## src/rtl/core/pdot_pkg.sv

```systemverilog
`timescale 1ns / 1ps
// pdot_pkg: shared types and constants for the periodic deadline overrun tracker
// payload structs, sequencer state codes, operation codes and field widths
// no dependencies
package pdot_pkg;

    localparam int TIME_W = 64;
    localparam int HALF_W = 32;
    localparam int OV_W   = 32;
    localparam int CNT_W  = 32;

    // operation codes
    localparam logic OP_PLAIN = 1'b0;
    localparam logic OP_FIXED = 1'b1;

    typedef struct packed {
        logic              operation;
        logic [TIME_W-1:0] now_ticks;
    } in_item_t;

    typedef struct packed {
        logic [TIME_W-1:0] wakeup_time;
        logic              sleep_needed;
        logic [OV_W-1:0]   overrun_count;
    } out_item_t;

    typedef enum logic [2:0] {
        ST_IDLE,
        ST_ADV,
        ST_CHECK,
        ST_DIV,
        ST_ADJ,
        ST_FIN,
        ST_DONE
    } seq_state_t;

endpackage

```

## src/rtl/core/pdot_div.sv

```systemverilog
`timescale 1ns / 1ps
// pdot_div: bit-serial restoring divider, one quotient bit per cycle
// depends on pdot_pkg for the operand width
module pdot_div (
    input  logic                       clk,
    input  logic                       rst_n,
    input  logic                       start,
    input  logic [pdot_pkg::TIME_W-1:0] dividend,
    input  logic [pdot_pkg::TIME_W-1:0] divisor,
    output logic                       done,
    output logic [pdot_pkg::TIME_W-1:0] quotient,
    output logic [pdot_pkg::TIME_W-1:0] remainder
);
    import pdot_pkg::*;

    localparam int STEP_W = $clog2(TIME_W);
    localparam logic [STEP_W-1:0] LAST_STEP = STEP_W'(TIME_W - 1);

    logic              busy_reg, busy_next;
    logic              done_reg, done_next;
    logic [STEP_W-1:0] step_reg, step_next;
    logic [TIME_W-1:0] rem_reg, rem_next;
    logic [TIME_W-1:0] quo_reg, quo_next;
    logic [TIME_W:0]   partial;
    logic [TIME_W:0]   trial;

    always_comb
    begin
        partial   = {rem_reg, quo_reg[TIME_W-1]};
        trial     = partial - {1'b0, divisor};
        busy_next = busy_reg;
        done_next = 1'b0;
        step_next = step_reg;
        rem_next  = rem_reg;
        quo_next  = quo_reg;
        if (start)
        begin
            busy_next = 1'b1;
            step_next = '0;
            rem_next  = '0;
            quo_next  = dividend;
        end
        else if (busy_reg)
        begin
            // borrow clear means the divisor fits
            if (!trial[TIME_W])
            begin
                rem_next = trial[TIME_W-1:0];
            end
            else
            begin
                rem_next = partial[TIME_W-1:0];
            end
            quo_next  = {quo_reg[TIME_W-2:0], ~trial[TIME_W]};
            step_next = step_reg + 1'b1;
            if (step_reg == LAST_STEP)
            begin
                busy_next = 1'b0;
                done_next = 1'b1;
            end
        end
    end

    always_ff @(posedge clk or negedge rst_n)
    begin
        if (!rst_n)
        begin
            busy_reg <= 1'b0;
            done_reg <= 1'b0;
            step_reg <= '0;
        end
        else
        begin
            busy_reg <= busy_next;
            done_reg <= done_next;
            step_reg <= step_next;
        end
    end

    always_ff @(posedge clk)
    begin
        rem_reg <= rem_next;
        quo_reg <= quo_next;
    end

    assign done      = done_reg;
    assign quotient  = quo_reg;
    assign remainder = rem_reg;

endmodule

```

## src/rtl/core/periodic_deadline_overrun_tracker_top.sv

```systemverilog
`timescale 1ns / 1ps
// periodic_deadline_overrun_tracker_top: periodic deadline tracker with overrun count
// depends on pdot_pkg and pdot_div
//
// Each input transfer is a wait request carrying the current tick time. The first
// wait after reset or after a period write seeds the deadline from now; every wait
// then moves the deadline on by one period. A plain wait reports whether a sleep is
// needed; a fixed-rate wait that finds its deadline already passed skips ahead by
// ceil(lateness / period) periods and reports that count, saturated to 32 bits.
// Periods below 2^SHORT_PERIOD_SHIFT use wrapping 32-bit time with signed compares,
// longer ones plain 64-bit time; a period of zero acts as one. One request is worked
// at a time: idle, advance, check, then done loads the output register when the last
// result is claimed; a late fixed-rate wait adds divide (64 single-bit steps of the
// shared serial divider), adjust and finish. No new request is taken before done; the
// output register holds the result for the consumer while the block goes back to
// idle and takes the next request. The period register is written via cfg_wr_en /
// cfg_wr_data; the user keeps that to while the block is idle, unenforced.
module periodic_deadline_overrun_tracker_top #(
    parameter int SHORT_PERIOD_SHIFT = 31
) (
    input  logic                          clk,
    input  logic                          rst_n,
    // configuration
    input  logic                          cfg_wr_en,
    input  logic [pdot_pkg::TIME_W-1:0]   cfg_wr_data,
    // wait requests
    input  logic                          in_valid,
    output logic                          in_ready,
    input  pdot_pkg::in_item_t            in_data,
    // results
    output logic                          out_valid,
    input  logic                          out_ready,
    output pdot_pkg::out_item_t           out_data
);
    import pdot_pkg::*;

    // architectural state
    logic [TIME_W-1:0] period_reg;
    logic [TIME_W-1:0] deadline_reg;
    logic [CNT_W-1:0]  wait_cnt_reg;

    // sequencer
    seq_state_t state_reg, state_next;

    // working registers for the request in flight
    in_item_t          req_reg;
    logic [TIME_W-1:0] per_reg;
    logic              short_reg;
    logic [TIME_W-1:0] dl_reg;
    logic              sleep_reg;
    logic [OV_W-1:0]   ov_reg;
    logic [TIME_W-1:0] adj_reg;

    // output register
    out_item_t         out_reg;
    logic              out_valid_reg;

    // control strobes
    logic in_xfer;
    logic div_start;
    logic out_load;

    // datapath terms
    logic [TIME_W-1:0] per_eff;
    logic              short_eff;
    logic [TIME_W-1:0] base_time;
    logic [HALF_W-1:0] dl_short;
    logic [TIME_W-1:0] dl_long;
    logic [TIME_W:0]   late_full;
    logic [HALF_W-1:0] late32;
    logic [HALF_W-1:0] ahead32;
    logic              check_sleep;
    logic              go_div;
    logic [TIME_W-1:0] div_dividend;
    logic              div_done;
    logic [TIME_W-1:0] div_quo;
    logic [TIME_W-1:0] div_rem;
    logic              rem_nz;
    logic [TIME_W-1:0] ov_full;
    logic [TIME_W-1:0] dl_fixed;

    // shared serial divider
    pdot_div u_div (
        .clk       (clk),
        .rst_n     (rst_n),
        .start     (div_start),
        .dividend  (div_dividend),
        .divisor   (per_reg),
        .done      (div_done),
        .quotient  (div_quo),
        .remainder (div_rem)
    );

    // advance step: effective period, time domain and deadline plus one period
    always_comb
    begin
        per_eff   = (period_reg == '0) ? TIME_W'(1) : period_reg;
        short_eff = ~|per_eff[TIME_W-1:SHORT_PERIOD_SHIFT];
        base_time = (wait_cnt_reg == '0) ? req_reg.now_ticks : deadline_reg;
        dl_short  = base_time[HALF_W-1:0] + per_eff[HALF_W-1:0];
        dl_long   = base_time + per_eff;
    end

    // check step: lateness in both domains and the catch-up decision
    always_comb
    begin
        late_full    = {1'b0, req_reg.now_ticks} - {1'b0, dl_reg};
        late32       = req_reg.now_ticks[HALF_W-1:0] - dl_reg[HALF_W-1:0];
        ahead32      = dl_reg[HALF_W-1:0] - req_reg.now_ticks[HALF_W-1:0];
        check_sleep  = 1'b1;
        go_div       = 1'b0;
        div_dividend = late_full[TIME_W-1:0];
        if (short_reg)
        begin
            div_dividend = {{(TIME_W-HALF_W){1'b0}}, late32};
            if (req_reg.operation == OP_PLAIN)
            begin
                // sleep only while the deadline is strictly ahead in signed time
                check_sleep = (late32 != '0) && !ahead32[HALF_W-1];
            end
            else
            begin
                check_sleep = (late32 != '0);
                go_div      = (late32 != '0) && !late32[HALF_W-1];
            end
        end
        else if (req_reg.operation == OP_FIXED)
        begin
            check_sleep = (late_full[TIME_W-1:0] != '0);
            go_div      = !late_full[TIME_W] && (late_full[TIME_W-1:0] != '0);
        end
    end

    // catch-up: ceil count and deadline = now + (period - rem) when rem is nonzero
    always_comb
    begin
        rem_nz   = (div_rem != '0);
        ov_full  = div_quo + {{(TIME_W-1){1'b0}}, rem_nz};
        dl_fixed = req_reg.now_ticks + adj_reg;
    end

    // next-state logic
    always_comb
    begin
        state_next = state_reg;
        unique case (state_reg)
            ST_IDLE:
            begin
                if (in_valid)
                begin
                    state_next = ST_ADV;
                end
            end
            ST_ADV:
            begin
                state_next = ST_CHECK;
            end
            ST_CHECK:
            begin
                state_next = go_div ? ST_DIV : ST_DONE;
            end
            ST_DIV:
            begin
                if (div_done)
                begin
                    state_next = ST_ADJ;
                end
            end
            ST_ADJ:
            begin
                state_next = ST_FIN;
            end
            ST_FIN:
            begin
                state_next = ST_DONE;
            end
            ST_DONE:
            begin
                // wait here only while the previous result is still unclaimed
                if (!out_valid_reg || out_ready)
                begin
                    state_next = ST_IDLE;
                end
            end
            default:
            begin
                state_next = ST_IDLE;
            end
        endcase
    end

    // output / strobe logic
    always_comb
    begin
        in_ready  = 1'b0;
        div_start = 1'b0;
        out_load  = 1'b0;
        unique case (state_reg)
            ST_IDLE:  in_ready  = 1'b1;
            ST_CHECK: div_start = go_div;
            ST_DONE:  out_load  = !out_valid_reg || out_ready;
            default:
            begin
                in_ready = 1'b0;
            end
        endcase
    end

    assign in_xfer = in_valid && in_ready;

    // control state and architectural registers
    always_ff @(posedge clk or negedge rst_n)
    begin
        if (!rst_n)
        begin
            state_reg     <= ST_IDLE;
            out_valid_reg <= 1'b0;
            period_reg    <= TIME_W'(1);
            deadline_reg  <= '0;
            wait_cnt_reg  <= '0;
        end
        else
        begin
            state_reg <= state_next;
            if (out_load)
            begin
                out_valid_reg <= 1'b1;
                deadline_reg  <= dl_reg;
                wait_cnt_reg  <= wait_cnt_reg + 1'b1;
            end
            else if (out_ready)
            begin
                out_valid_reg <= 1'b0;
            end
            // a period write restarts the wait count
            if (cfg_wr_en)
            begin
                period_reg   <= cfg_wr_data;
                wait_cnt_reg <= '0;
            end
        end
    end

    // payload registers
    always_ff @(posedge clk)
    begin
        if (in_xfer)
        begin
            req_reg <= in_data;
        end
        unique case (state_reg)
            ST_ADV:
            begin
                per_reg   <= per_eff;
                short_reg <= short_eff;
                dl_reg    <= short_eff ? {{(TIME_W-HALF_W){1'b0}}, dl_short} : dl_long;
            end
            ST_CHECK:
            begin
                sleep_reg <= check_sleep;
                ov_reg    <= '0;
            end
            ST_ADJ:
            begin
                adj_reg <= rem_nz ? (per_reg - div_rem) : '0;
                ov_reg  <= (|ov_full[TIME_W-1:OV_W]) ? {OV_W{1'b1}} : ov_full[OV_W-1:0];
            end
            ST_FIN:
            begin
                dl_reg <= short_reg ? {{(TIME_W-HALF_W){1'b0}}, dl_fixed[HALF_W-1:0]}
                                    : dl_fixed;
            end
            default:
            begin
            end
        endcase
        if (out_load)
        begin
            out_reg.wakeup_time   <= dl_reg;
            out_reg.sleep_needed  <= sleep_reg;
            out_reg.overrun_count <= ov_reg;
        end
    end

    assign out_valid = out_valid_reg;
    assign out_data  = out_reg;

endmodule

```

## config.mk

```make
export PLATFORM = sky130hd
export DESIGN_NAME = periodic_deadline_overrun_tracker_top
export DESIGN_NICKNAME = d
export VERILOG_FILES = /design/src/rtl/core/pdot_pkg.sv /design/src/rtl/core/pdot_div.sv /design/src/rtl/core/periodic_deadline_overrun_tracker_top.sv
export SDC_FILE = /design/constraint.sdc
export NUM_CORES = 2
export LEC_CHECK = 0
export ABC_AREA = 1
export BUFFER_PORTS_ARGS = -buffer_cell sky130_fd_sc_hd__buf_2
export CORE_MARGIN = 2
export CORE_UTILIZATION = 45
export CTS_CLUSTER_SIZE = 8
export DETAILED_ROUTE_END_ITERATION = 10
export PLACE_DENSITY_LB_ADDON = 0.12
export SLEW_MARGIN = 5
export SYNTH_ARGS = -nofsm -noshare
export SYNTH_HDL_FRONTEND = slang
export SYNTH_SLANG_ARGS = --single-unit
```

## constraint.sdc

```tcl
create_clock -name clk -period 12.6 [get_ports clk]
set_input_delay 2.52 -clock clk [delete_from_list [all_inputs] [get_ports clk]]
set_output_delay 2.52 -clock clk [all_outputs]
set_load 0.01 [all_outputs]
```

==> Word level (Yosys, flattened, before mapping) <==
Index checks and enable logic that the tools add are counted.
{ "totals": {"reg_bits": 688, "latch_bits": 0, "mem_bits_rw": 0, "mem_bits_ro": 0, "in_bits": 134, "output_inout_bits": 99, "elab_cells": 104, "memories": 0} }
{ "classes": {"n_addsub": 11, "multipliers": 0, "n_div": 0, "magnitude_cmp": 0, "n_eq_ne": 10, "shifts": 0, "muxes": 37, "bitwise_logic": 1, "reduce_logical": 24} }
{ "op_table": {"columns": ["op", "count"], "rows": [
  ["64-bit two-way mux", 8],
  ["64-bit adder", 2],
  ["64-bit one-hot mux with 2 select lines", 1],
  ["64-bit nonzero test", 2],
  ["32-bit two-way mux", 3],
  ["64-bit by 64-bit subtractor with 65-bit output", 1],
  ["65-bit by 64-bit subtractor with 65-bit output", 1],
  ["64-bit by 1-bit adder with 64-bit output", 1],
  ["64-bit logical NOT", 1],
  ["32-bit one-hot mux with 2 select lines", 1],
  ["32-bit subtractor", 2],
  ["64-bit subtractor", 1],
  ["33-bit OR reduction", 1],
  ["32-bit by 1-bit adder with 32-bit output (second input constant)", 1],
  ["32-bit adder", 1],
  ["32-bit logical NOT", 1],
  ["32-bit nonzero test", 1],
  ["32-bit OR reduction", 1],
  ["3-bit one-hot mux with 7 select lines", 1],
  ["1-bit two-way mux", 17],
  ["3-bit two-way mux", 4],
  ["6-bit two-way mux", 2],
  ["2-bit nonzero test", 5],
  ["3-bit equality test (second input constant)", 3],
  ["12 further kinds", 21]
]} }

==> Depth between registers and ports, before layout <==
{ "depth": {"depth_word": 7, "mapped_depth": 30, "ltp_nobuf": 29} }

==> Modules after synthesis <==
From an unflattened synthesis, not the netlist that was laid out.
{ "hier_totals": {"hier_cells": 8056, "hier_area_um2": 54547.3} }
{ "modules_own_cells": {"columns": ["module", "instances", "cells_per_inst", "area_per_inst_um2", "seq_area_each_um2"], "rows": [
  ["periodic_deadline_overrun_tracker_top", 1, 5830, 42036.6, 15756.4],
  ["pdot_div", 1, 2226, 12510.7, 3403.3]
]} }

==> Worst setup path before layout <==
No wires, ideal clock.
{ "synth_path": {"path_type": "input to register", "startpoint": "input port in_valid", "endpoint": "register req_reg[0] in the netlist's numbering, enable pin", "setup_ps": 568, "t_arrival_ps": 6971, "required_ps": 12032, "setup_slack_ps": 5061, "path_stages": 2, "n_path_buf": 0, "cell_sequence": "inv_1 -> nor3_1"} }
{ "synth_between": {"elab_chain_cells": 1} }
{ "synth_rtl": {"columns": ["item", "line_no", "text"], "rows": [
  ["start, declared", "periodic_deadline_overrun_tracker_top.sv:27", "input logic in_valid,"],
  ["1-bit logical AND", "periodic_deadline_overrun_tracker_top.sv:209", "assign in_xfer = in_valid && in_ready;"],
  ["named net in_xfer", "periodic_deadline_overrun_tracker_top.sv:59", "logic in_xfer;"],
  ["end signal, assigned", "periodic_deadline_overrun_tracker_top.sv:249", "req_reg <= in_data;"],
  ["end, declared", "periodic_deadline_overrun_tracker_top.sv:46", "in_item_t req_reg;"]
]} }
The timed path passes the listed nets, and every way through them passes these cells.
A chain may end at the register's enable or synchronous reset.

==> Final worst setup path <==
{ "layout_path": {"startpoint": "register wait_cnt_reg[19]", "endpoint": "register dl_reg[42] (data pin)"} }
{ "layout_between": {"elab_chain_cells": 5} }
{ "layout_rtl": {"columns": ["item", "line_no", "text"], "rows": [
  ["start, declared", "periodic_deadline_overrun_tracker_top.sv:40", "logic [CNT_W-1:0] wait_cnt_reg;"],
  ["start signal, assigned", "periodic_deadline_overrun_tracker_top.sv:229", "wait_cnt_reg <= wait_cnt_reg + 1'b1;"],
  ["32-bit logical NOT", "periodic_deadline_overrun_tracker_top.sv:99", "base_time = (wait_cnt_reg == '0) ? req_reg.now_ticks : deadline_reg;"],
  ["64-bit two-way mux", "periodic_deadline_overrun_tracker_top.sv:99", null],
  ["64-bit adder", "periodic_deadline_overrun_tracker_top.sv:101", "dl_long = base_time + per_eff;"],
  ["64-bit two-way mux", "periodic_deadline_overrun_tracker_top.sv:256", "dl_reg <= short_eff ? {{(TIME_W-HALF_W){1'b0}}, dl_short} : dl_long;"],
  ["64-bit one-hot mux with 2 select lines", "periodic_deadline_overrun_tracker_top.sv:251", "unique case (state_reg)"],
  ["end signal, assigned", "periodic_deadline_overrun_tracker_top.sv:256", null],
  ["end signal, assigned", "periodic_deadline_overrun_tracker_top.sv:270", "dl_reg <= short_reg ? {{(TIME_W-HALF_W){1'b0}}, dl_fixed[HALF_W-1:0]}"],
  ["end, declared", "periodic_deadline_overrun_tracker_top.sv:49", "logic [TIME_W-1:0] dl_reg;"]
]} }
Every way passes these cells.

==> metrics.md <==
| Metric | Value |
|---|---|
| Status | `finished clean` |
| Clk pin slew, worst setup/hold paths | `0.05 ns` |
| CTS tree | `yes` |
| Final setup vio count | `0` |
| Worst VDD drop | `0.09464 mV` |
| Synthesized flop and latch total | `688` |
| Critical Path Start | `wait_cnt_reg[19]` |
| Layout cells sized above 1 | `0.06294` |
| Die Height | `344.7 um` |
| Max-slew violations | `0` |
| Post-layout net count | `8070` |
| YS warnings | `0` |
| Crit path max fanout | `95` |
| Gpl congestion | `1.051` |
| Startpoint Class | `flop` |
| Setup_tns | `0 ns` |
| Flop pwr share | `0.453` |
| Synth Flop Type | `edfxtp_1` |
| Slew HR | `0.1907` |
| Largest net degree at the start of global routing | `106` |
| Antenna viol nets, final | `0` |
| Critical Path AT | `6.82 ns` |
| Post-synth cell types | `66` |
| I/O Buffers | `232` |
| Clock Latency Late Sink | `0.74 ns` |
| Root buffer cell | `clkbuf_16` |
| Commonest non-fill, non-tap cell in the layout | `nand2_1` |
| EDFF count, synth | `452` |
| Total CTS buffers | `100` |
| Hold Startpoint | `ov_reg[12]` |
| Gr usage total | `0.3743` |
| Mapped Avg Cell Area | `7.072 sq um` |
| Achievable Freq | `156.6 MHz` |
| Gr ovfl total | `0` |
| Clock Skews | `0.04861 ns` |
| DIE AREA | `0.1188 sq mm` |
| Drt total wl | `225.7 mm` |
| Cells after Synth | `7388` |
| Synth top area share | `0.2598` |
| Vias in the first global route | `48630` |
| # hold bufs at CTS | `0` |
| Final Hold Vio Count | `0` |
| Post-CTS setup buffers | `0` |
| Initial DRC Count | `5140` |
| Worst r2r src | `wait_cnt_reg[19]` |
| Row count | `125` |
| Worst-margin pin slew | `1.214 ns` |
| Synth Net Count | `7881` |
| Logic pwr share | `0.062` |
| Sequential fraction of the synthesis area | `0.3667` |
| Switching Fraction | `0.2522` |
| RSZ-0062 raised after global routing | `no` |
| Initial antenna violation count | `13` |
| HP Class | `flop to flop` |
| Post-route DRC | `0` |
| Vias/cell | `5.619` |
| Post-Syn Area | `0.05225 sq mm` |
| Drt pass-1 iters | `6` |
| Final worst-path cycle share | `0.5066` |
| Worst path required time | `13.04 ns` |
| PwrDens | `94.91 mW/mm^2` |
| Core Area | `0.1157 sq mm` |
| Fin crit period | `6.384 ns` |
| Synth area leaders | `edfxtp_1 (26%), nand2_1 (13%), inv_1 (9.0%), ha_1 (8.5%), dfrtp_1 (8.2%)` |
| Synth-to-Final Area Change | `10.84%` |
| Most frequent cells in the layout | `nand2_1 (1777), inv_1 (1249), nor2_1 (782), a21oi_1 (646), o21ai_0 (516)` |
| CTS H-tree depth | `3` |
| Fraction of registers with async set/reset | `0.2500` |
| WL/cell | `24.57 um` |
| Vias post-DR | `51620` |
| Max Cap Viol | `0` |
| CTS resizes | `0` |
| Leakage | `0.02741 uW` |
| Cell Int Power | `4110 uW` |
| First-pass GRT wire length | `324.9 mm` |
| Reg2reg setup slack | `6.22 ns` |
| Post-DP HPWL | `187.1 mm` |
| DIE WIDTH | `344.7 um` |
| Clk sink count | `688` |
| Maximum root-to-sink buffer count | `3` |
| Io pins | `233` |
| RR Endpoint | `dl_reg[42]` |
| CP endpoint kind | `flop` |
| Clock power share | `0.485` |
| Net Sw Power | `1386 uW` |
| CP endpoint | `dl_reg[42]` |
| Initial Util | `0.4514` |
| Pwr Total | `5497 uW` |
| Setup CP Type | `flop to flop` |
| Max reg flops | `97` |
| Synth area leader | `edfxtp_1` |
| R2R cell count | `22` |
## logic make-up after synthesis
group / synth area share
XOR/XNOR: 0.02950
AO/OA/AOI/OAI: 0.1570
flip-flops: 0.3667
AND/OR/NAND/NOR: 0.2532
adder cells (fa/ha/maj): 0.08669
buffers and inverters: 0.1069
## worst max-delay path, stage by stage (launching register included)
cell and delay [ns]:
dfrtp_1 0.39, inv_1 0.17, nand2_1 0.12, nor3_1 0.19
nand4_1 0.24, nor4_2 0.31, buf_12 0.38, a21oi_1 0.17
ha_1 0.25, fa_1 0.41, nand3_1 0.09, nand3_1 0.15
a21oi_1 0.18, inv_1 0.09, nand2_1 0.06, nand2_1 0.10
a21boi_0 0.43, o21ai_0 0.28, a21boi_0 0.89, o21ai_0 0.28
a21boi_0 0.49, xor2_1 0.19, o21ai_0 0.09
## power groups by stage
stage	clock [uW]	combinational, uW	sequential (uW)
3_3_place_gp	0	332	2530
4_1_cts	2690	335	2490
6_report	2660	343	2490
2_1_floorplan	0	209	2490
3_5_place_dp	0	332	2530
5_1_grt	2780	373	2490
## stage by stage
step                      cells    util  hold WS [ns]  worst slack [ns]  area, sq um
after floorplan            7388       -        0.4003             5.061        52250
after global placement     8999  0.4742        0.4011             6.570        54880
after detailed placement   8999  0.4742        0.4045             6.475        54880
after CTS                  9182  0.5003        0.3861             6.434        57900
after global routing       9185  0.5003        0.3948             5.989        57910
final                      9187  0.5004        0.3974             6.216        57910
## routing by layer
metal	track usage	up-vias	wire, um
met5	0	-	27
met2	0.5964	2237	100200
li1	-	24690	-
met1	0.4819	24260	92720
met3	0.07300	433	19400
met4	0.1949	4	13410
## layout make-up
type	count	area, sq um
clock buffers	171	2840
well taps	1524	1907
diodes	5	12.51
fillers	11750	57820
repair buffers	274	1500
inverters	1267	4757
clock inverters	12	180.2
multi-input cells	5246	27550
flip-flops and latches	688	19160
## synth_stat cells (all sizes together) (82+ instances only)
cell	count
edfxtp	452
ha	354
xnor2	82
clkbuf	144
nand3	288
a31oi	109
dfrtp	171
inv	1263
nor3	115
o21ai	573
a21oi	647
nor2	805
nand2	1782
xor2	94
nand4	91
## how the worst min path moves through the flow
stage,to,slack [ns],cells past startpoint
4_1_cts,out_data[12],0.39,0
2_1_floorplan,out_data[0],0.40,0
3_3_place_gp,out_data[11],0.40,0
5_1_grt,out_data[18],0.39,0
6_report,out_data[12],0.40,0
3_5_place_dp,out_data[11],0.40,0
No activity file was read; power rests on OpenSTA's default activity.
